===== config.mk =====
export PLATFORM = sky130hd
export DESIGN_NAME = rtc_front
export DESIGN_NICKNAME = d
export VERILOG_FILES = /design/src/design/ray_triangle_closest_hit_defines.svh /design/src/design/rtc_pkg.sv /design/src/design/rtc_front.sv
export SDC_FILE = /design/constraint.sdc
export NUM_CORES = 1
export LEC_CHECK = 0
export BUFFER_PORTS_ARGS = -buffer_cell sky130_fd_sc_hd__buf_2
export CAP_MARGIN = 20
export CORE_AREA = 2 2 334 336
export DETAILED_ROUTE_END_ITERATION = 8
export DIE_AREA = 0 0 336 338
export SETUP_SLACK_MARGIN = 0.05
export SYNTH_ARGS = -nofsm -noshare
export SYNTH_HDL_FRONTEND = slang
export SYNTH_SLANG_ARGS = --single-unit
export TNS_END_PERCENT = 50

===== constraint.sdc =====
create_clock -name clk -period 18.4 [get_ports clk]
set_clock_uncertainty 0.05 [all_clocks]
set_input_delay 3.68 -clock clk [delete_from_list [all_inputs] [get_ports clk]]
set_output_delay 3.68 -clock clk [all_outputs]
set_load 0.005 [all_outputs]

===== src/design/ray_triangle_closest_hit_defines.svh =====
// Assertion helpers for the RTL file that checks itself.
`ifndef RAY_TRIANGLE_CLOSEST_HIT_DEFINES_SVH
`define RAY_TRIANGLE_CLOSEST_HIT_DEFINES_SVH

// Same-cycle implication, checked outside reset.
`define RTC_ASSERT_NOW(label, ante, cons, msg) \
  label: assert property (@(posedge clk) disable iff (!rst_n) (ante) |-> (cons)) \
    else $error(msg);

// Next-cycle implication, also checked across reset.
`define RTC_ASSERT_AFTER(label, ante, cons, msg) \
  label: assert property (@(posedge clk) (ante) |=> (cons)) else $error(msg);

`endif


===== src/design/rtc_pkg.sv =====
`default_nettype none

package rtc_pkg;

  localparam int CW            = 32;
  localparam int FRAC_BITS_DEF = 16;
  localparam int EW            = CW + 1;
  localparam int XW            = 2 * CW + 3;
  localparam int AW            = 3 * CW + 8;
  localparam int NUM_TERMS     = 24;
  localparam int TERM_IDX_W    = $clog2(NUM_TERMS);
  localparam int QUEUE_DEPTH   = 2;
  localparam int CFG_IDX_W     = 3;

  typedef logic signed [CW-1:0] coord_t;
  typedef logic signed [EW-1:0] edge_t;
  typedef logic signed [XW-1:0] xop_t;
  typedef logic signed [AW-1:0] acc_t;

  localparam coord_t COORD_MAX = {1'b0, {(CW-1){1'b1}}};
  localparam coord_t COORD_MIN = {1'b1, {(CW-1){1'b0}}};

  typedef enum logic [CFG_IDX_W-1:0] {
    REG_ORIGIN_X    = 3'd0,
    REG_ORIGIN_Y    = 3'd1,
    REG_ORIGIN_Z    = 3'd2,
    REG_DIRECTION_X = 3'd3,
    REG_DIRECTION_Y = 3'd4,
    REG_DIRECTION_Z = 3'd5,
    REG_NEAR_LIMIT  = 3'd6,
    REG_FAR_START   = 3'd7
  } cfg_reg_t;

  typedef struct packed {
    coord_t ray_origin_x;
    coord_t ray_origin_y;
    coord_t ray_origin_z;
    coord_t ray_direction_x;
    coord_t ray_direction_y;
    coord_t ray_direction_z;
    coord_t near_limit;
    coord_t far_limit_start;
  } ray_cfg_t;

  typedef struct packed {
    coord_t vertex_a_x;
    coord_t vertex_a_y;
    coord_t vertex_a_z;
    coord_t vertex_b_x;
    coord_t vertex_b_y;
    coord_t vertex_b_z;
    coord_t vertex_c_x;
    coord_t vertex_c_y;
    coord_t vertex_c_z;
    logic   new_ray;
  } in_beat_t;

  typedef struct packed {
    logic   hit;
    coord_t hit_distance;
    coord_t closest_distance;
  } out_beat_t;

  // Edges relative to vertex c, as queued between front and back.
  typedef struct packed {
    edge_t e1_x;
    edge_t e1_y;
    edge_t e1_z;
    edge_t e2_x;
    edge_t e2_y;
    edge_t e2_z;
    edge_t s_x;
    edge_t s_y;
    edge_t s_z;
    logic  new_ray;
  } edge_item_t;

  typedef enum logic [3:0] {
    XS_DIR_X, XS_DIR_Y, XS_DIR_Z,
    XS_S_X, XS_S_Y, XS_S_Z,
    XS_S1_X, XS_S1_Y, XS_S1_Z,
    XS_S2_X, XS_S2_Y, XS_S2_Z
  } xsel_t;

  typedef enum logic [3:0] {
    YS_E1_X, YS_E1_Y, YS_E1_Z,
    YS_E2_X, YS_E2_Y, YS_E2_Z,
    YS_S_X, YS_S_Y, YS_S_Z,
    YS_DIR_X, YS_DIR_Y, YS_DIR_Z
  } ysel_t;

  typedef enum logic [3:0] {
    DST_S1_X, DST_S1_Y, DST_S1_Z,
    DST_S2_X, DST_S2_Y, DST_S2_Z,
    DST_DET, DST_NT, DST_NB1, DST_NB2
  } dst_t;

  typedef struct packed {
    xsel_t xsel;
    ysel_t ysel;
    logic  neg;
    logic  last;
    dst_t  dst;
  } mac_term_t;

  function automatic edge_t ext_e(input coord_t v);
    return {v[CW-1], v};
  endfunction

  function automatic xop_t ext_x(input edge_t v);
    return {{(XW-EW){v[EW-1]}}, v};
  endfunction

  function automatic acc_t ext_a(input xop_t v);
    return {{(AW-XW){v[XW-1]}}, v};
  endfunction

  // Product program: s1 = dir x e2, s2 = s x e1, then det, nt, nb1, nb2.
  function automatic mac_term_t mac_prog(input logic [TERM_IDX_W-1:0] idx);
    mac_term_t t;
    case (idx)
      5'd0:  t = '{XS_DIR_Y, YS_E2_Z, 1'b0, 1'b0, DST_S1_X};
      5'd1:  t = '{XS_DIR_Z, YS_E2_Y, 1'b1, 1'b1, DST_S1_X};
      5'd2:  t = '{XS_DIR_Z, YS_E2_X, 1'b0, 1'b0, DST_S1_Y};
      5'd3:  t = '{XS_DIR_X, YS_E2_Z, 1'b1, 1'b1, DST_S1_Y};
      5'd4:  t = '{XS_DIR_X, YS_E2_Y, 1'b0, 1'b0, DST_S1_Z};
      5'd5:  t = '{XS_DIR_Y, YS_E2_X, 1'b1, 1'b1, DST_S1_Z};
      5'd6:  t = '{XS_S_Y, YS_E1_Z, 1'b0, 1'b0, DST_S2_X};
      5'd7:  t = '{XS_S_Z, YS_E1_Y, 1'b1, 1'b1, DST_S2_X};
      5'd8:  t = '{XS_S_Z, YS_E1_X, 1'b0, 1'b0, DST_S2_Y};
      5'd9:  t = '{XS_S_X, YS_E1_Z, 1'b1, 1'b1, DST_S2_Y};
      5'd10: t = '{XS_S_X, YS_E1_Y, 1'b0, 1'b0, DST_S2_Z};
      5'd11: t = '{XS_S_Y, YS_E1_X, 1'b1, 1'b1, DST_S2_Z};
      5'd12: t = '{XS_S1_X, YS_E1_X, 1'b0, 1'b0, DST_DET};
      5'd13: t = '{XS_S1_Y, YS_E1_Y, 1'b0, 1'b0, DST_DET};
      5'd14: t = '{XS_S1_Z, YS_E1_Z, 1'b0, 1'b1, DST_DET};
      5'd15: t = '{XS_S2_X, YS_E2_X, 1'b0, 1'b0, DST_NT};
      5'd16: t = '{XS_S2_Y, YS_E2_Y, 1'b0, 1'b0, DST_NT};
      5'd17: t = '{XS_S2_Z, YS_E2_Z, 1'b0, 1'b1, DST_NT};
      5'd18: t = '{XS_S1_X, YS_S_X, 1'b0, 1'b0, DST_NB1};
      5'd19: t = '{XS_S1_Y, YS_S_Y, 1'b0, 1'b0, DST_NB1};
      5'd20: t = '{XS_S1_Z, YS_S_Z, 1'b0, 1'b1, DST_NB1};
      5'd21: t = '{XS_S2_X, YS_DIR_X, 1'b0, 1'b0, DST_NB2};
      5'd22: t = '{XS_S2_Y, YS_DIR_Y, 1'b0, 1'b0, DST_NB2};
      5'd23: t = '{XS_S2_Z, YS_DIR_Z, 1'b0, 1'b1, DST_NB2};
      default: t = '{XS_DIR_X, YS_DIR_X, 1'b0, 1'b0, DST_NB2};
    endcase
    return t;
  endfunction

endpackage

`default_nettype wire


===== src/design/rtc_front.sv =====
`default_nettype none

module rtc_front (
  input  wire logic               clk,
  input  wire logic               rst_n,
  input  wire logic               push,
  output logic                    full,
  input  wire rtc_pkg::in_beat_t  in_beat,
  input  wire rtc_pkg::ray_cfg_t  ray,
  output logic                    q_valid,
  input  wire logic               q_pop,
  output rtc_pkg::edge_item_t     q_item
);
  import rtc_pkg::*;

  localparam int PTR_W = $clog2(QUEUE_DEPTH);
  localparam int CNT_W = $clog2(QUEUE_DEPTH + 1);

  edge_item_t       mem_r [QUEUE_DEPTH];
  logic [PTR_W-1:0] wr_ptr_r, wr_ptr_nxt;
  logic [PTR_W-1:0] rd_ptr_r, rd_ptr_nxt;
  logic [CNT_W-1:0] count_r, count_nxt;
  edge_item_t       item_c;
  logic             wr_en;

  // Edges from vertex c, and the origin offset from c.
  always_comb begin
    item_c.e1_x    = ext_e(in_beat.vertex_a_x) - ext_e(in_beat.vertex_c_x);
    item_c.e1_y    = ext_e(in_beat.vertex_a_y) - ext_e(in_beat.vertex_c_y);
    item_c.e1_z    = ext_e(in_beat.vertex_a_z) - ext_e(in_beat.vertex_c_z);
    item_c.e2_x    = ext_e(in_beat.vertex_b_x) - ext_e(in_beat.vertex_c_x);
    item_c.e2_y    = ext_e(in_beat.vertex_b_y) - ext_e(in_beat.vertex_c_y);
    item_c.e2_z    = ext_e(in_beat.vertex_b_z) - ext_e(in_beat.vertex_c_z);
    item_c.s_x     = ext_e(ray.ray_origin_x) - ext_e(in_beat.vertex_c_x);
    item_c.s_y     = ext_e(ray.ray_origin_y) - ext_e(in_beat.vertex_c_y);
    item_c.s_z     = ext_e(ray.ray_origin_z) - ext_e(in_beat.vertex_c_z);
    item_c.new_ray = in_beat.new_ray;
  end

  assign full    = (count_r == CNT_W'(QUEUE_DEPTH));
  assign q_valid = (count_r != '0);
  assign q_item  = mem_r[rd_ptr_r];
  assign wr_en   = push && !full;

  always_comb begin
    wr_ptr_nxt = wr_ptr_r;
    rd_ptr_nxt = rd_ptr_r;
    count_nxt  = count_r;
    if (wr_en) begin
      wr_ptr_nxt = (wr_ptr_r == PTR_W'(QUEUE_DEPTH - 1)) ? '0 : wr_ptr_r + 1'b1;
    end
    if (q_pop) begin
      rd_ptr_nxt = (rd_ptr_r == PTR_W'(QUEUE_DEPTH - 1)) ? '0 : rd_ptr_r + 1'b1;
    end
    if (wr_en && !q_pop) begin
      count_nxt = count_r + 1'b1;
    end else if (!wr_en && q_pop) begin
      count_nxt = count_r - 1'b1;
    end
  end

  always_ff @(posedge clk) begin
    if (!rst_n) begin
      wr_ptr_r <= '0;
      rd_ptr_r <= '0;
      count_r  <= '0;
    end else begin
      wr_ptr_r <= wr_ptr_nxt;
      rd_ptr_r <= rd_ptr_nxt;
      count_r  <= count_nxt;
    end
  end

  always_ff @(posedge clk) begin
    if (wr_en) begin
      mem_r[wr_ptr_r] <= item_c;
    end
  end

endmodule

`default_nettype wire


## Yosys cells after proc, flatten, opt, wreduce, memory -nomap -nowiden

Memory sizes are Yosys's and may differ from the RTL's. A register that Yosys moved wholly into a read port is not among the register bits.
Index checks and enable logic that the tools add are counted.
Widths: inputs -> output; s select.

- Register bits: 4
- RAM bits: 596
- Input port bits: 549
- Output and inout port bits: 300
- Word-level logic and storage cells: 34
- Memories kept: 1

- Add/sub/neg operators: 13
- Equal/unequal tests: 1
- Multiplexer cells: 8
- Reductions and logical operators: 8

Memory list:

| name | depth | width | rd ports | clocked after memory_dff | write ports | RTL line | source |
|---|---|---|---|---|---|---|---|
| mem_r | 2 | 298 | 1 | 1 | 1 | rtc_front.sv:19 | `edge_item_t mem_r [QUEUE_DEPTH];` |

Operators with widths:

| cell | count |
|---|---|
| $sub 32x32->33 | 9 |
| $mux 1 | 6 |
| $mux 2 | 2 |
| $reduce_bool 2->1 | 2 |
| $logic_and 1x1->1 | 3 |
| $logic_not 1->1 | 3 |
| $add 1x1->1 const B | 2 |
| $add 2x1->2 const B | 1 |
| $eq 2x2->1 const B | 1 |
| $sub 2x1->2 const B | 1 |

## Logic depth before layout (Yosys ltp)

- Word-level depth: 7
- Depth in mapped cells: 12
- Depth with buffers taken out: 12

## Least setup slack after synthesis

No wires, ideal clock.

- Kind: input port to flip-flop
- From: input push
- To: register wr_ptr_r
- Setup time: 0.116 ns
- Arrival time: 17.031 ns
- Data required time: 18.234 ns
- Slack: 1.203 ns
- Stages: 3
- Path buffers: 0
- Cell sequence: nand2_1 > nor2_1 > o21a_1

- Word-level cells in the longest chain between the ends: 1

Ends and longest elaborated chain:

| element | RTL line | source |
|---|---|---|
| start, declared | rtc_front.sv:6 | `input wire logic push,` |
| $logic_and 1x1->1 | rtc_front.sv:43 | `assign wr_en = push && !full;` |
| end signal, assigned | rtc_front.sv:68 | `wr_ptr_r <= wr_ptr_nxt;` |
| end, declared | rtc_front.sv:20 | `logic [PTR_W-1:0] wr_ptr_r, wr_ptr_nxt;` |

No other way between the ends.
A chain may end at the register's enable or synchronous reset.

==> flow_summary_export.csv <==
group,metric,value,unit
die,initial_core_util,32.9,%
setup_path,cp-end-kind,"primary output",
yosys,synth_ff_type,"edfxtp_1",
global_routing,grt-ovfl-total,0,
route,drc,0,
clock_tree,cts.sink_count,601,
clock_tree,path_clk_slew,50,ps
layout,multi_input_area,0.0172,mm2
setup_path,rr_startpoint,"count_r[0]",
clock_tree,ctsResizeCount,0,
sta,relSlewSlack,21.4,%
setup_path,criticalPathCategory,"flop to primary output",
setup_path,r2r_setup_slack,14140,ps
clock_tree,clk_latency,620,ps
placed_design,dp_slack,10790,ps
placed_design,place_congestion,0.910,
layout,final_cell_area,0.0438,mm2
yosys,yosys_warnings,0,
route,wl_per_cell,21.3,um
yosys,yosys.area.top_type,"edfxtp_1",
setup_path,cp_top_family,"buffers and inverters",
yosys,synth_edf_count,596,
route,first_pass_iters,5,
worst_hold_path,hold_start,"count_r[1]",
yosys,synth_cell_types,80,
yosys,synth_area_leaders,"edfxtp_1 49%, ha_1 10%, mux2_2 9.3%, xnor2_1 4.0%, a21oi_1 3.3%",
sta,final.min_clock_period,7440,ps
clock_tree,cts_tree,"done",
clock_tree,cts-root-buf,"clkbuf_16",
sta,setup_violations,0,
power_and_ir_drop,p_leak,18.0,nW
global_routing,grt_max_degree,141,
sta,tightest_slew,1180,ps
setup_path,path_common_cell,"buf_4",
layout,fill_cells,10800,
die,die-area,0.114,mm2
setup_path,worstPathMaxFanout,62,
layout,syn2layout_area_growth,21.0,%
yosys,synth_seq_cells,601,
yosys,netlist_area,0.0362,mm2
route,drt_iter0_markers,1669,
route,postRouteAntennaNets,0,
global_routing,grtUsageTotal,19.2,%
sta,timing.final.crit_share,40.4,%
setup_path,startpoint_type,"flop",
die,core,0.110,mm2
power_and_ir_drop,power_density,100,mW/mm2
global_routing,grt_antenna_before_repair,32,
yosys,yosysMostFrequentCell,"edfxtp_1",
route,routed_via_density,5.09,
layout,final_util,39.8,%
die,ioPinCount,849,
setup_path,cp_num_buf_inv,3,
sta,rsz0062_at_grt,"no",
yosys,syn_inst,3054,
setup_path,r2r_cells,5,
sta,slew_violations,0,
clock_tree,cts-htree-levels,3,
placed_design,placedInstanceArea,0.0413,mm2
setup_path,cp.required,14670,ps
die,fp.dieW,336,um
run_status,outcome,"finished clean",
sta,setup_ws,10960,ps
worst_hold_path,hold_path_end,"count_r[1]",
worst_hold_path,min_path_cells,2,
yosys,ys_top_cells_by_count,"596 x edfxtp_1, 298 x mux2_2, 289 x ha_1, 236 x a21oi_1, 187 x inv_1",
layout,nNetsFinal,4605,
power_and_ir_drop,peakVddDrop,0.0000880,V
yosys,yosysSeqAreaShare,49.8,%
global_routing,grt_pass1_wl,164000,um
placed_design,numPortBuffers,688,
sta,max_freq,134,MHz
clock_tree,holdBufCountCts,0,
yosys,syn-num-nets,3901,
die,die_h,338,um
sta,setup_tns,0,ps
setup_path,max_stage_delay,810,ps
setup_path,cp.arrival,3710,ps
clock_tree,cts_buffer_depth,3,
route,drt-total-wl,113000,um
setup_path,crit_path_top_delay_cell,"buf_4",
yosys,synth.top_cell.area_share,49.5,%
run,maxCapViolations,0,
clock_tree,numCtsBuffers,74,
yosys,async_flop_share,0,%
sta,finalHoldViolCount,0,
clock_tree,post_cts_buffers,0,
yosys,avgSynthCellArea,11.8,um2
global_routing,grt_pass1_vias,26500,
layout,drive_gt1_share,29.6,%
layout,regArea,0.0180,mm2
placed_design,dp_hpwl,88900,um
worst_hold_path,hp-class,"flop to flop",
setup_path,cp_cell_sequence,"buf_4, buf_4, mux2_2, buf_2",
setup_path,timing.rr.end,"mem_r[1][60]",
route,routed-via-count,27100,
die,rows,122,
layout by cell type, fill, tap and decap left out, drive strengths merged, types with 9 or more instances in the layout:
master / count
nor2: 163
buf: 698
a21boi: 14
and2: 12
nand4: 33
and3: 19
nor2b: 36
nor3: 41
nand3: 55
diode: 16
clkinv: 30
o31ai: 14
a31oi: 27
a21oi: 238
o21a: 52
o21ai: 135
ha: 289
mux2: 298
xnor2: 165
inv: 190
o31a: 14
clkbuf: 90
edfxtp: 596
fa: 9
or3: 12
o211ai: 21
nand2: 122
o21bai: 33
a21o: 144
a211oi: 27
xor2: 77
nand2b: 38
cell families (layout without fill, tap and decap cells):
logic type                 count (synthesis)  in the layout  share of synthesized area [%]
xor gates and xnor gates                 242            242                           5.86
other                                      0             16                              0
adders and majority gates                298            298                           10.5
muxes                                    300            300                           9.33
DFF                                      601            601                           49.8
AOI/OAI and AO/OA                        790            790                           14.3
and+or+nand+nor                          566            566                           7.61
buffers and inverters                    257           1018                           2.67
power by group:
part	internal [mW]	leakage, nW	switching, mW
clock network	0.839	1.15	0.596
registers	1.78	5.60	0.0372
logic	0.468	11.3	0.659
total	3.09	18.0	1.29
cell type report:
type,instances,share of cell area (%)
clock inverters,43,1.04
inverters,187,1.60
diodes,16,0.0915
repair buffers,698,8.13
well taps,1488,4.25
flip-flops and latches,601,41.1
multi-input cells,2196,39.3
clock buffers,90,4.41
per-stage QoR:
| stage | total power, mW | cells | hold WS [ps] |
|---|---|---|---|
| finish | 4.38 | 5319 | 467 |
| global placement | 2.96 | 5170 | 441 |
| global route | 4.60 | 5313 | 530 |
| detailed placement | 2.98 | 5170 | 465 |
| floorplan | 2.59 | 3054 | 423 |
| CTS | 4.43 | 5303 | 473 |
per-layer routing:
| metal | track usage, % | wire, um |
|---|---|---|
| met1 | 23.4 | 46700 |
| met2 | 33.0 | 54700 |
| met3 | 6.17 | 9710 |
| met4 | 4.69 | 2080 |
| met5 | 0 | 206 |
registers in the layout, summed over array words and instances (netlist names), named ones only:
name	cells
count_r	2
rd_ptr_r	1
wr_ptr_r	1
mem_r	596
worst register-to-register path: cells and delay by family (launching register included):
kind / cells / cell delay [ps]
buffers and inverters: 3 / 2410
AND/OR/NAND/NOR: 2 / 950
flip-flops: 1 / 380
how the worst max path moves through the flow:
stage / end / cells past startpoint
after floorplan: wr_ptr_r / 3
after global placement: mem_r[0][31] / 12
after detailed placement: mem_r[0][31] / 12
after CTS: q_item[83] / 4
after global routing: q_item[257] / 4
final: q_item[83] / 4
(Power assumes the default switching activity.)
