[config.mk]
export PLATFORM = sky130hd
export DESIGN_NAME = rtc_back
export DESIGN_NICKNAME = d
export VERILOG_FILES = /design/src/design/ray_triangle_closest_hit_defines.svh /design/src/design/rtc_pkg.sv /design/src/design/rtc_back.sv
export SDC_FILE = /design/constraint.sdc
export NUM_CORES = 2
export LEC_CHECK = 0
export BUFFER_PORTS_ARGS = -buffer_cell sky130_fd_sc_hd__buf_2
export CORE_MARGIN = 2
export CORE_UTILIZATION = 50
export DETAILED_ROUTE_END_ITERATION = 10
export PLACE_DENSITY_LB_ADDON = 0.08
export SYNTH_ARGS = -nofsm -noshare
export SYNTH_HDL_FRONTEND = slang
export SYNTH_SLANG_ARGS = --single-unit
export TNS_END_PERCENT = 1
[constraint.sdc]
create_clock -name clk -period 10 [get_ports clk]
set_clock_uncertainty 0.05 [all_clocks]
set_input_delay 1.5 -clock clk [delete_from_list [all_inputs] [get_ports clk]]
set_output_delay 1.5 -clock clk [all_outputs]
set_load 0.1 [all_outputs]
[src/design/ray_triangle_closest_hit_defines.svh]
// Assertion helpers for the RTL file that checks itself.
`ifndef RAY_TRIANGLE_CLOSEST_HIT_DEFINES_SVH
`define RAY_TRIANGLE_CLOSEST_HIT_DEFINES_SVH

// Same-cycle implication, checked outside reset.
`define RTC_ASSERT_NOW(label, ante, cons, msg) \
  label: assert property (@(posedge clk) disable iff (!rst_n) (ante) |-> (cons)) \
    else $error(msg);

// Next-cycle implication, also checked across reset.
`define RTC_ASSERT_AFTER(label, ante, cons, msg) \
  label: assert property (@(posedge clk) (ante) |=> (cons)) else $error(msg);

`endif

[src/design/rtc_pkg.sv]
`default_nettype none

package rtc_pkg;

  localparam int CW            = 32;
  localparam int FRAC_BITS_DEF = 16;
  localparam int EW            = CW + 1;
  localparam int XW            = 2 * CW + 3;
  localparam int AW            = 3 * CW + 8;
  localparam int NUM_TERMS     = 24;
  localparam int TERM_IDX_W    = $clog2(NUM_TERMS);
  localparam int QUEUE_DEPTH   = 2;
  localparam int CFG_IDX_W     = 3;

  typedef logic signed [CW-1:0] coord_t;
  typedef logic signed [EW-1:0] edge_t;
  typedef logic signed [XW-1:0] xop_t;
  typedef logic signed [AW-1:0] acc_t;

  localparam coord_t COORD_MAX = {1'b0, {(CW-1){1'b1}}};
  localparam coord_t COORD_MIN = {1'b1, {(CW-1){1'b0}}};

  typedef enum logic [CFG_IDX_W-1:0] {
    REG_ORIGIN_X    = 3'd0,
    REG_ORIGIN_Y    = 3'd1,
    REG_ORIGIN_Z    = 3'd2,
    REG_DIRECTION_X = 3'd3,
    REG_DIRECTION_Y = 3'd4,
    REG_DIRECTION_Z = 3'd5,
    REG_NEAR_LIMIT  = 3'd6,
    REG_FAR_START   = 3'd7
  } cfg_reg_t;

  typedef struct packed {
    coord_t ray_origin_x;
    coord_t ray_origin_y;
    coord_t ray_origin_z;
    coord_t ray_direction_x;
    coord_t ray_direction_y;
    coord_t ray_direction_z;
    coord_t near_limit;
    coord_t far_limit_start;
  } ray_cfg_t;

  typedef struct packed {
    coord_t vertex_a_x;
    coord_t vertex_a_y;
    coord_t vertex_a_z;
    coord_t vertex_b_x;
    coord_t vertex_b_y;
    coord_t vertex_b_z;
    coord_t vertex_c_x;
    coord_t vertex_c_y;
    coord_t vertex_c_z;
    logic   new_ray;
  } in_beat_t;

  typedef struct packed {
    logic   hit;
    coord_t hit_distance;
    coord_t closest_distance;
  } out_beat_t;

  // Edges relative to vertex c, as queued between front and back.
  typedef struct packed {
    edge_t e1_x;
    edge_t e1_y;
    edge_t e1_z;
    edge_t e2_x;
    edge_t e2_y;
    edge_t e2_z;
    edge_t s_x;
    edge_t s_y;
    edge_t s_z;
    logic  new_ray;
  } edge_item_t;

  typedef enum logic [3:0] {
    XS_DIR_X, XS_DIR_Y, XS_DIR_Z,
    XS_S_X, XS_S_Y, XS_S_Z,
    XS_S1_X, XS_S1_Y, XS_S1_Z,
    XS_S2_X, XS_S2_Y, XS_S2_Z
  } xsel_t;

  typedef enum logic [3:0] {
    YS_E1_X, YS_E1_Y, YS_E1_Z,
    YS_E2_X, YS_E2_Y, YS_E2_Z,
    YS_S_X, YS_S_Y, YS_S_Z,
    YS_DIR_X, YS_DIR_Y, YS_DIR_Z
  } ysel_t;

  typedef enum logic [3:0] {
    DST_S1_X, DST_S1_Y, DST_S1_Z,
    DST_S2_X, DST_S2_Y, DST_S2_Z,
    DST_DET, DST_NT, DST_NB1, DST_NB2
  } dst_t;

  typedef struct packed {
    xsel_t xsel;
    ysel_t ysel;
    logic  neg;
    logic  last;
    dst_t  dst;
  } mac_term_t;

  function automatic edge_t ext_e(input coord_t v);
    return {v[CW-1], v};
  endfunction

  function automatic xop_t ext_x(input edge_t v);
    return {{(XW-EW){v[EW-1]}}, v};
  endfunction

  function automatic acc_t ext_a(input xop_t v);
    return {{(AW-XW){v[XW-1]}}, v};
  endfunction

  // Product program: s1 = dir x e2, s2 = s x e1, then det, nt, nb1, nb2.
  function automatic mac_term_t mac_prog(input logic [TERM_IDX_W-1:0] idx);
    mac_term_t t;
    case (idx)
      5'd0:  t = '{XS_DIR_Y, YS_E2_Z, 1'b0, 1'b0, DST_S1_X};
      5'd1:  t = '{XS_DIR_Z, YS_E2_Y, 1'b1, 1'b1, DST_S1_X};
      5'd2:  t = '{XS_DIR_Z, YS_E2_X, 1'b0, 1'b0, DST_S1_Y};
      5'd3:  t = '{XS_DIR_X, YS_E2_Z, 1'b1, 1'b1, DST_S1_Y};
      5'd4:  t = '{XS_DIR_X, YS_E2_Y, 1'b0, 1'b0, DST_S1_Z};
      5'd5:  t = '{XS_DIR_Y, YS_E2_X, 1'b1, 1'b1, DST_S1_Z};
      5'd6:  t = '{XS_S_Y, YS_E1_Z, 1'b0, 1'b0, DST_S2_X};
      5'd7:  t = '{XS_S_Z, YS_E1_Y, 1'b1, 1'b1, DST_S2_X};
      5'd8:  t = '{XS_S_Z, YS_E1_X, 1'b0, 1'b0, DST_S2_Y};
      5'd9:  t = '{XS_S_X, YS_E1_Z, 1'b1, 1'b1, DST_S2_Y};
      5'd10: t = '{XS_S_X, YS_E1_Y, 1'b0, 1'b0, DST_S2_Z};
      5'd11: t = '{XS_S_Y, YS_E1_X, 1'b1, 1'b1, DST_S2_Z};
      5'd12: t = '{XS_S1_X, YS_E1_X, 1'b0, 1'b0, DST_DET};
      5'd13: t = '{XS_S1_Y, YS_E1_Y, 1'b0, 1'b0, DST_DET};
      5'd14: t = '{XS_S1_Z, YS_E1_Z, 1'b0, 1'b1, DST_DET};
      5'd15: t = '{XS_S2_X, YS_E2_X, 1'b0, 1'b0, DST_NT};
      5'd16: t = '{XS_S2_Y, YS_E2_Y, 1'b0, 1'b0, DST_NT};
      5'd17: t = '{XS_S2_Z, YS_E2_Z, 1'b0, 1'b1, DST_NT};
      5'd18: t = '{XS_S1_X, YS_S_X, 1'b0, 1'b0, DST_NB1};
      5'd19: t = '{XS_S1_Y, YS_S_Y, 1'b0, 1'b0, DST_NB1};
      5'd20: t = '{XS_S1_Z, YS_S_Z, 1'b0, 1'b1, DST_NB1};
      5'd21: t = '{XS_S2_X, YS_DIR_X, 1'b0, 1'b0, DST_NB2};
      5'd22: t = '{XS_S2_Y, YS_DIR_Y, 1'b0, 1'b0, DST_NB2};
      5'd23: t = '{XS_S2_Z, YS_DIR_Z, 1'b0, 1'b1, DST_NB2};
      default: t = '{XS_DIR_X, YS_DIR_X, 1'b0, 1'b0, DST_NB2};
    endcase
    return t;
  endfunction

endpackage

`default_nettype wire

[src/design/rtc_back.sv]
`default_nettype none

module rtc_back #(
  parameter int FRAC_BITS = rtc_pkg::FRAC_BITS_DEF
) (
  input  wire logic               clk,
  input  wire logic               rst_n,
  input  wire rtc_pkg::ray_cfg_t  ray,
  input  wire logic               q_valid,
  input  wire rtc_pkg::edge_item_t q_item,
  output logic                    q_pop,
  input  wire logic               pop,
  output logic                    empty,
  output rtc_pkg::out_beat_t      out_beat
);
  import rtc_pkg::*;

  localparam int DW     = AW + FRAC_BITS;
  localparam int DCNT_W = $clog2(DW);
  localparam int BCNT_W = $clog2(EW);

  typedef enum logic [7:0] {
    ST_IDLE  = 8'b0000_0001,
    ST_LOAD  = 8'b0000_0010,
    ST_MAC   = 8'b0000_0100,
    ST_NORM  = 8'b0000_1000,
    ST_CHECK = 8'b0001_0000,
    ST_DIV   = 8'b0010_0000,
    ST_SAT   = 8'b0100_0000,
    ST_FIN   = 8'b1000_0000
  } state_t;

  state_t                  state_r, state_nxt;
  logic                    out_valid_r, out_valid_nxt;
  coord_t                  far_r, far_nxt;
  out_beat_t               out_r;
  edge_item_t              item_r;
  logic [TERM_IDX_W-1:0]   term_r;
  logic [BCNT_W-1:0]       bcnt_r;
  logic [DCNT_W-1:0]       dcnt_r;
  acc_t                    mcand_r, acc_r;
  edge_t                   mplier_r;
  xop_t                    s1_r [3];
  xop_t                    s2_r [3];
  acc_t                    det_r, nt_r, nb1_r, nb2_r;
  logic                    cand_r, neg_r;
  logic [AW-1:0]           rem_r;
  logic [DW-1:0]           quo_r;
  coord_t                  t_r;

  mac_term_t               term;
  xop_t                    x_op;
  edge_t                   y_op;
  acc_t                    addend, acc_sum, nb_sum, mag;
  logic                    sub, bit_last, slot, hit_c, bary_c, over;
  logic [AW:0]             rem_sh, rem_diff;
  logic                    ge;
  coord_t                  q_low, t_c;

  always_comb begin
    term = mac_prog(term_r);
    case (term.xsel)
      XS_DIR_X: x_op = ext_x(ext_e(ray.ray_direction_x));
      XS_DIR_Y: x_op = ext_x(ext_e(ray.ray_direction_y));
      XS_DIR_Z: x_op = ext_x(ext_e(ray.ray_direction_z));
      XS_S_X:   x_op = ext_x(item_r.s_x);
      XS_S_Y:   x_op = ext_x(item_r.s_y);
      XS_S_Z:   x_op = ext_x(item_r.s_z);
      XS_S1_X:  x_op = s1_r[0];
      XS_S1_Y:  x_op = s1_r[1];
      XS_S1_Z:  x_op = s1_r[2];
      XS_S2_X:  x_op = s2_r[0];
      XS_S2_Y:  x_op = s2_r[1];
      XS_S2_Z:  x_op = s2_r[2];
      default:  x_op = '0;
    endcase
    case (term.ysel)
      YS_E1_X:  y_op = item_r.e1_x;
      YS_E1_Y:  y_op = item_r.e1_y;
      YS_E1_Z:  y_op = item_r.e1_z;
      YS_E2_X:  y_op = item_r.e2_x;
      YS_E2_Y:  y_op = item_r.e2_y;
      YS_E2_Z:  y_op = item_r.e2_z;
      YS_S_X:   y_op = item_r.s_x;
      YS_S_Y:   y_op = item_r.s_y;
      YS_S_Z:   y_op = item_r.s_z;
      YS_DIR_X: y_op = ext_e(ray.ray_direction_x);
      YS_DIR_Y: y_op = ext_e(ray.ray_direction_y);
      YS_DIR_Z: y_op = ext_e(ray.ray_direction_z);
      default:  y_op = '0;
    endcase
  end

  // Shift-add step: the multiplier's top bit carries negative weight.
  assign bit_last = (bcnt_r == BCNT_W'(EW - 1));
  assign addend   = mplier_r[0] ? mcand_r : '0;
  assign sub      = term.neg ^ bit_last;
  assign acc_sum  = sub ? acc_r - addend : acc_r + addend;

  assign nb_sum = nb1_r + nb2_r;
  assign bary_c = (det_r != '0) && !nb1_r[AW-1] && !nb2_r[AW-1] && (nb_sum <= det_r);
  assign mag    = nt_r[AW-1] ? -nt_r : nt_r;

  // Restoring division, one quotient bit per cycle.
  assign rem_sh   = {rem_r, quo_r[DW-1]};
  assign rem_diff = rem_sh - {1'b0, det_r};
  assign ge       = (rem_sh >= {1'b0, det_r});

  assign over  = |quo_r[DW-1:CW-1];
  assign q_low = quo_r[CW-1:0];
  always_comb begin
    if (neg_r) begin
      t_c = over ? COORD_MIN : -q_low;
    end else begin
      t_c = over ? COORD_MAX : q_low;
    end
  end

  assign slot  = !out_valid_r || pop;
  assign hit_c = cand_r && ($signed(t_r) >= $signed(ray.near_limit)) &&
                 ($signed(t_r) <= $signed(far_r));

  always_comb begin
    state_nxt     = state_r;
    far_nxt       = far_r;
    out_valid_nxt = out_valid_r;
    q_pop         = 1'b0;
    if (pop) begin
      out_valid_nxt = 1'b0;
    end
    case (state_r)
      ST_IDLE: begin
        if (q_valid) begin
          q_pop     = 1'b1;
          state_nxt = ST_LOAD;
          if (q_item.new_ray) begin
            far_nxt = ray.far_limit_start;
          end
        end
      end
      ST_LOAD: state_nxt = ST_MAC;
      ST_MAC: begin
        if (bit_last) begin
          state_nxt = (term_r == TERM_IDX_W'(NUM_TERMS - 1)) ? ST_NORM : ST_LOAD;
        end
      end
      ST_NORM:  state_nxt = ST_CHECK;
      ST_CHECK: state_nxt = bary_c ? ST_DIV : ST_FIN;
      ST_DIV: begin
        if (dcnt_r == DCNT_W'(DW - 1)) begin
          state_nxt = ST_SAT;
        end
      end
      ST_SAT: state_nxt = ST_FIN;
      ST_FIN: begin
        if (slot) begin
          out_valid_nxt = 1'b1;
          state_nxt     = ST_IDLE;
          if (hit_c) begin
            far_nxt = t_r;
          end
        end
      end
      default: state_nxt = ST_IDLE;
    endcase
  end

  always_ff @(posedge clk) begin
    if (!rst_n) begin
      state_r     <= ST_IDLE;
      out_valid_r <= 1'b0;
      far_r       <= COORD_MAX;
    end else begin
      state_r     <= state_nxt;
      out_valid_r <= out_valid_nxt;
      far_r       <= far_nxt;
    end
  end

  always_ff @(posedge clk) begin
    case (state_r)
      ST_IDLE: begin
        item_r <= q_item;
        term_r <= '0;
        acc_r  <= '0;
      end
      ST_LOAD: begin
        mcand_r  <= ext_a(x_op);
        mplier_r <= y_op;
        bcnt_r   <= '0;
      end
      ST_MAC: begin
        mcand_r  <= {mcand_r[AW-2:0], 1'b0};
        mplier_r <= mplier_r >>> 1;
        bcnt_r   <= bcnt_r + 1'b1;
        acc_r    <= (bit_last && term.last) ? '0 : acc_sum;
        if (bit_last) begin
          term_r <= term_r + 1'b1;
          if (term.last) begin
            case (term.dst)
              DST_S1_X: s1_r[0] <= acc_sum[XW-1:0];
              DST_S1_Y: s1_r[1] <= acc_sum[XW-1:0];
              DST_S1_Z: s1_r[2] <= acc_sum[XW-1:0];
              DST_S2_X: s2_r[0] <= acc_sum[XW-1:0];
              DST_S2_Y: s2_r[1] <= acc_sum[XW-1:0];
              DST_S2_Z: s2_r[2] <= acc_sum[XW-1:0];
              DST_DET:  det_r   <= acc_sum;
              DST_NT:   nt_r    <= acc_sum;
              DST_NB1:  nb1_r   <= acc_sum;
              DST_NB2:  nb2_r   <= acc_sum;
              default: ;
            endcase
          end
        end
      end
      ST_NORM: begin
        // Flip signs so that the determinant is not negative.
        if (det_r[AW-1]) begin
          det_r <= -det_r;
          nt_r  <= -nt_r;
          nb1_r <= -nb1_r;
          nb2_r <= -nb2_r;
        end
      end
      ST_CHECK: begin
        cand_r <= bary_c;
        neg_r  <= nt_r[AW-1];
        rem_r  <= '0;
        quo_r  <= {mag, {FRAC_BITS{1'b0}}};
        dcnt_r <= '0;
      end
      ST_DIV: begin
        rem_r  <= ge ? rem_diff[AW-1:0] : rem_sh[AW-1:0];
        quo_r  <= {quo_r[DW-2:0], ge};
        dcnt_r <= dcnt_r + 1'b1;
      end
      ST_SAT: t_r <= t_c;
      ST_FIN: begin
        if (slot) begin
          out_r.hit              <= hit_c;
          out_r.hit_distance     <= hit_c ? t_r : '0;
          out_r.closest_distance <= hit_c ? t_r : far_r;
        end
      end
      default: ;
    endcase
  end

  assign empty    = !out_valid_r;
  assign out_beat = out_r;

endmodule

`default_nettype wire

* Yosys cells after proc, flatten, opt, wreduce, memory -nomap -nowiden *
Memory sizes are Yosys's and may differ from the RTL's. A register that Yosys moved wholly into a read port is not among the register bits.
Cells that the tools add are included.

cells by class
  bitwise operators = 2
  reduce and logical (&&, ||, !) cells = 34
  equal/unequal tests = 53
  mux-type cells = 99
  add/subtract/negate cells = 12
  magnitude comparators = 4

operators by type and width
  kind                  count
  $mux W104             21
  $pmux W104 S2         7
  $pmux W67 S12         1
  $neg A104 Y104        4
  $pmux W33 S12         1
  $mux W67              4
  $reduce_or A67 Y1     4
  $pmux W120 S2         1
  $mux W32              7
  $add A104 B104 Y104   2
  $sub A104 B104 Y104   2
  $ge A105 B104 Y1      1
  $le A104 B104 Y1      1
  $reduce_bool A104 Y1  1
  $reduce_or A89 Y1     1
  $pmux W33 S2          1
  $pmux W32 S2          1
  $pmux W8 S8           1
  $eq A4 B3 Y1 const B  12
  $eq A4 B4 Y1 const B  10
  $mux W8               5
  $mux W1               39
  $ge A32 B32 Y1        1
  $le A32 B32 Y1        1
  other kinds (35)      75

storage, ports and cells
  logic and storage cells = 239
  memory bits (writable) = 402
  flip-flop bits (word level) = 1336
  bits in read-only memories = 448
  memories = 3

memories
  name              words  width  read ports  clocked after Yosys merged registers in  write ports  line            RTL
  (name not given)  32     14     1           1                                        0            rtc_pkg.sv:121  case (idx)
  s1_r              3      67     3           0                                        1            rtc_back.sv:43  xop_t s1_r [3];
  s2_r              3      67     3           0                                        1            rtc_back.sv:44  xop_t s2_r [3];

* Logic depth before layout (Yosys ltp) *
  depth after elaboration = 9
  depth in mapped cells = 31
  depth with buffers taken out = 27

* Worst setup path after synthesis *
Ideal clock, no wire load.

  kind = flip-flop to flip-flop
  from = reg bcnt_r[0]
  to = reg det_r[100], enable pin
  cell stages (with the launch flop) = 9
  setup time = 0.718 ns
  buffers on the path = 1
  arrival time = 9.599 ns
  clock period less this slack = 10.366 ns
  slack = -0.366 ns
  cells stage by stage = edfxtp_1 inv_1 ha_1 nand2_1 nor4_1 a21oi_1 clkbuf_1 a21oi_1 a21boi_0

on the way
  word-level cells in the longest chain between the ends = 3

RTL lines
  item                                line             RTL
  start: declaration                  rtc_back.sv:39   logic [BCNT_W-1:0] bcnt_r;
  start signal: assignment            rtc_back.sv:195  bcnt_r <= bcnt_r + 1'b1;
  $eq A6 B6 Y1                        rtc_back.sv:95   assign bit_last = (bcnt_r == BCNT_W'(EW - 1));
  $ne A2 B2 Y1 (no source line)       -
  $reduce_and A5 Y1 (no source line)  -
  end signal: assignment              rtc_back.sv:207  DST_DET: det_r <= acc_sum;
  end signal: assignment              rtc_back.sv:219  det_r <= -det_r;
  end: declaration                    rtc_back.sv:45   acc_t det_r, nt_r, nb1_r, nb2_r;

No other way between the ends.
A chain may end at the register's enable or synchronous reset.

* Final worst setup path *
  from = reg nb2_r[13]
  to = reg state_r[7]

on the way
  word-level cells in the longest chain between the ends = 5

RTL lines
  item                      line             RTL
  start: declaration        rtc_back.sv:45
  start signal: assignment  rtc_back.sv:210  DST_NB2: nb2_r <= acc_sum;
  start signal: assignment  rtc_back.sv:222  nb2_r <= -nb2_r;
  $add A104 B104 Y104       rtc_back.sv:100  assign nb_sum = nb1_r + nb2_r;
  $le A104 B104 Y1          rtc_back.sv:101  assign bary_c = (det_r != '0) && !nb1_r[AW-1] && !nb2_r[AW-1] && (nb_sum <= det_r);
  $logic_and A1 B1 Y1       rtc_back.sv:101
  net bary_c                rtc_back.sv:55   logic sub, bit_last, slot, hit_c, bary_c, over;
  $mux W8                   rtc_back.sv:148  ST_CHECK: state_nxt = bary_c ? ST_DIV : ST_FIN;
  $pmux W8 S8               rtc_back.sv:131  case (state_r)
  end signal: assignment    rtc_back.sv:174  state_r <= state_nxt;
  end: declaration          rtc_back.sv:33   state_t state_r, state_nxt;

The timed path passes the listed nets, and every way through them passes these cells.

==> results.toml <==
[outcome]
outcome = "complete, no violations"

[sta]
relSlewSlack_pct = 10.41
hold_violations = 0
finalSetupViolCount = 0
hold-worst-slack_ns = 0.4637
tightestPinTransition_ns = 1.334
max_freq_mhz = 103.4
rsz0062_at_grt = "false"
period_needed_ns = 9.667
setup_tns_ns = 0
maxSlewViolCount = 0
fin_ws_ns = 0.3325
fin_crit_sh_pct = 96.67

[final_layout]
syn2layout_area_growth_pct = 12.09
nFillCells = 17944
layout_common_cells = "edfxtp_1, nand2_1, o21ai_0, nor2_1, a21oi_1"
fin_util_pct = 56.28
nNetsFinal = 11432
seq_area_um2 = 52060
multi_input_area_um2 = 49220
fin_cells = 13295
layout_commonest_cell = "edfxtp_1"
drive_gt1_share_pct = 11.16

[place]
dp_hpwl_um = 260700
dp.cells = 12880
dp_slack_ns = 0.6822
io_buffers = 528
gp_congestion = 0.9928

[clocking]
cts_root_buffer = "clkbuf_16"
postCtsSetupRepairBufs = 0
clk_pin_slew_ns = 0.06
cts_resized = 0
cts.sink_count = 1752
ctsHtreeMaxLevel = 4
tritoncts = "built"
cts_buffers = 197
clockBufferDepth = 3
clock_insertion_delay_worst_skew_ns = 0.89
hold_buffers = 0

[synthesis]
synthTopCellsByArea = "edfxtp_1, ha_1, xnor2_1, o21ai_0, nand2_1"
synth_edf_count = 1697
synth_top_family_by_area = "compound AO/OA/AOI/OAI gates"
synth.cell_area_um2 = 103900
yosysSeqAreaShare_pct = 50.13
synth_fa_ha_area_share_pct = 6.033
ys_types = 88
synth_ff_type = "edfxtp_1"
syn_nets = 11054
synth_xor_area_share_pct = 7.286
synthSimpleGateAreaFrac_pct = 14.36
syn_area_per_cell_um2 = 10.39
ys_ff_latch = 1752
synth.area.mux_share_pct = 0.6686
ys.warnings.count = 0
synth_top_area_share_pct = 49.07
synth_area_leader_cell = "edfxtp_1"
synth_cells = 9997
synth_compound_area_share_pct = 18.57
ys_async_sr_fraction_pct = 0

[die]
start_util_pct = 50.21
die_w_um = 459.8
ios = 625
dieArea_um2 = 211400
std_cell_rows = 167
die_y_um = 459.8
core_um2 = 206900

[worst_setup_path]
worst_setup_path_end_kind = "flip-flop"
critPathLaunchType = "flip-flop"
crit_slowest_cell = "nor4bb_1"
arrival_ns = 10.37
cpPeakStageDelay_ns = 0.89
required_ns = 10.71
cp_max_fo = 8
critPathKind = "flip-flop to flip-flop"

[global_routing]
antenna_found_initial = 58
grt_first_pass_wirelength_um = 528300
gr-total-overflow = 0
grt_max_degree = 178
grt_pass1_vias = 81191
grt_use_total_pct = 33.00

[drt]
drc = 0
avgViaCountPerCell = 6.436
ant_nets = 0
drtPass1Iterations = 6
vias = 85572
wirelength_um = 358200
drt_iter0_markers = 10270
wl_per_cell_um = 26.94

[power]
powerDensity_nw_per_um2 = 245.9
power_switching_mw = 11.24
p_leak_nw = 43.04
swShare_pct = 39.29
seq_power_share_pct = 37.1
clockPowerShare_pct = 26.2
ir_worst_vdd_mv = 0.2093
combPwrFrac_pct = 36.7
p_int_mw = 17.38

[run]
cap_violations = 0

[hold_path]
hold_class = "flip-flop to flip-flop"
==> per-layer routing <==
metal / wire [µm] / up-vias / track usage (%)
met3: 32960 / 685 / 5.999
met5: 115 / - / 0
met2: 159900 / 4161 / 51.51
met1: 151200 / 42106 / 45.82
met4: 14040 / 18 / 12.32
li1: - / 38602 / -
==> stage by stage <==
step	cell area, µm²	power, mW
finish	116400	28.62
global route	116400	29.63
CTS	116300	28.53
detailed placement	109700	21.03
global placement	109700	20.87
floorplan	103900	16.30
==> critical path, delay by kind of cell (launching register included) <==
family	cells	cell delay [ns]
DFF	1	0.46
AOI/OAI and AO/OA	12	4.22
and+or+nand+nor	9	3.66
buffers and inverters	1	0.25
adders and majority gates	2	0.78
xor gates and xnor gates	1	0.11
==> sequential cells by signal, indices dropped and copies added, names as in the netlist, 120 cells and up <==
register and flops:
s1_r 201, s2_r 201, quo_r 120, item_r 297
==> cell type report <==
type / count / area share [%]
Clock inverter: 144 / 1.311
Tap cell: 2704 / 2.906
Timing Repair Buffer: 681 / 3.300
Multi-Input combinational cell: 7431 / 42.28
Sequential cell: 1752 / 44.72
Clock buffer: 228 / 4.379
Inverter: 312 / 1.012
Antenna cell: 43 / 0.09243
==> kinds of logic (layout without fill, tap and decap cells) <==
| logic type | after synthesis | after routing |
|---|---|---|
| simple gates | 3084 | 3084 |
| flops | 1752 | 1752 |
| other cells | 0 | 43 |
| fa+ha+maj | 499 | 499 |
| compound gates | 2920 | 2920 |
| buf+inv | 814 | 1365 |
| xor+xnor | 864 | 864 |
| mux | 64 | 64 |
==> power by group through the flow <==
stage	clock network, mW	logic (mW)	registers [mW]
2_1_floorplan	0	5.59	10.7
3_3_place_gp	0	10.1	10.7
3_5_place_dp	0	10.3	10.7
4_1_cts	7.58	10.3	10.6
5_1_grt	7.85	11.1	10.7
6_report	7.50	10.5	10.6
==> Yosys cell counts, types with 156 or more instances <==
master    number
o21ai_0      768
xnor2_1      467
a221oi_1     204
inv_1        311
nor2_1       658
nand2_1      986
nor3_1       235
a21oi_1      604
and2_1       156
a21o_1       319
xor2_1       397
edfxtp_1    1697
clkbuf_1     459
a22o_1       281
ha_1         496
nand4_1      217
nand3_1      215
==> path summary, 6_finish.rpt <==
kind	cells past startpoint	startpoint	slack (ns)	endpoint
min	2	far_r[1]$_SDFFE_PN1P_	0.46	far_r[1]$_SDFFE_PN1P_
max reg2reg	25	nb2_r[13]$_DFFE_PP_	0.33	state_r[7]$_SDFFE_PN0P_
max	25	nb2_r[13]$_DFFE_PP_	0.33	state_r[7]$_SDFFE_PN0P_
min reg2reg	2	far_r[1]$_SDFFE_PN1P_	0.46	far_r[1]$_SDFFE_PN1P_
Power figures use the tool's default switching activity.
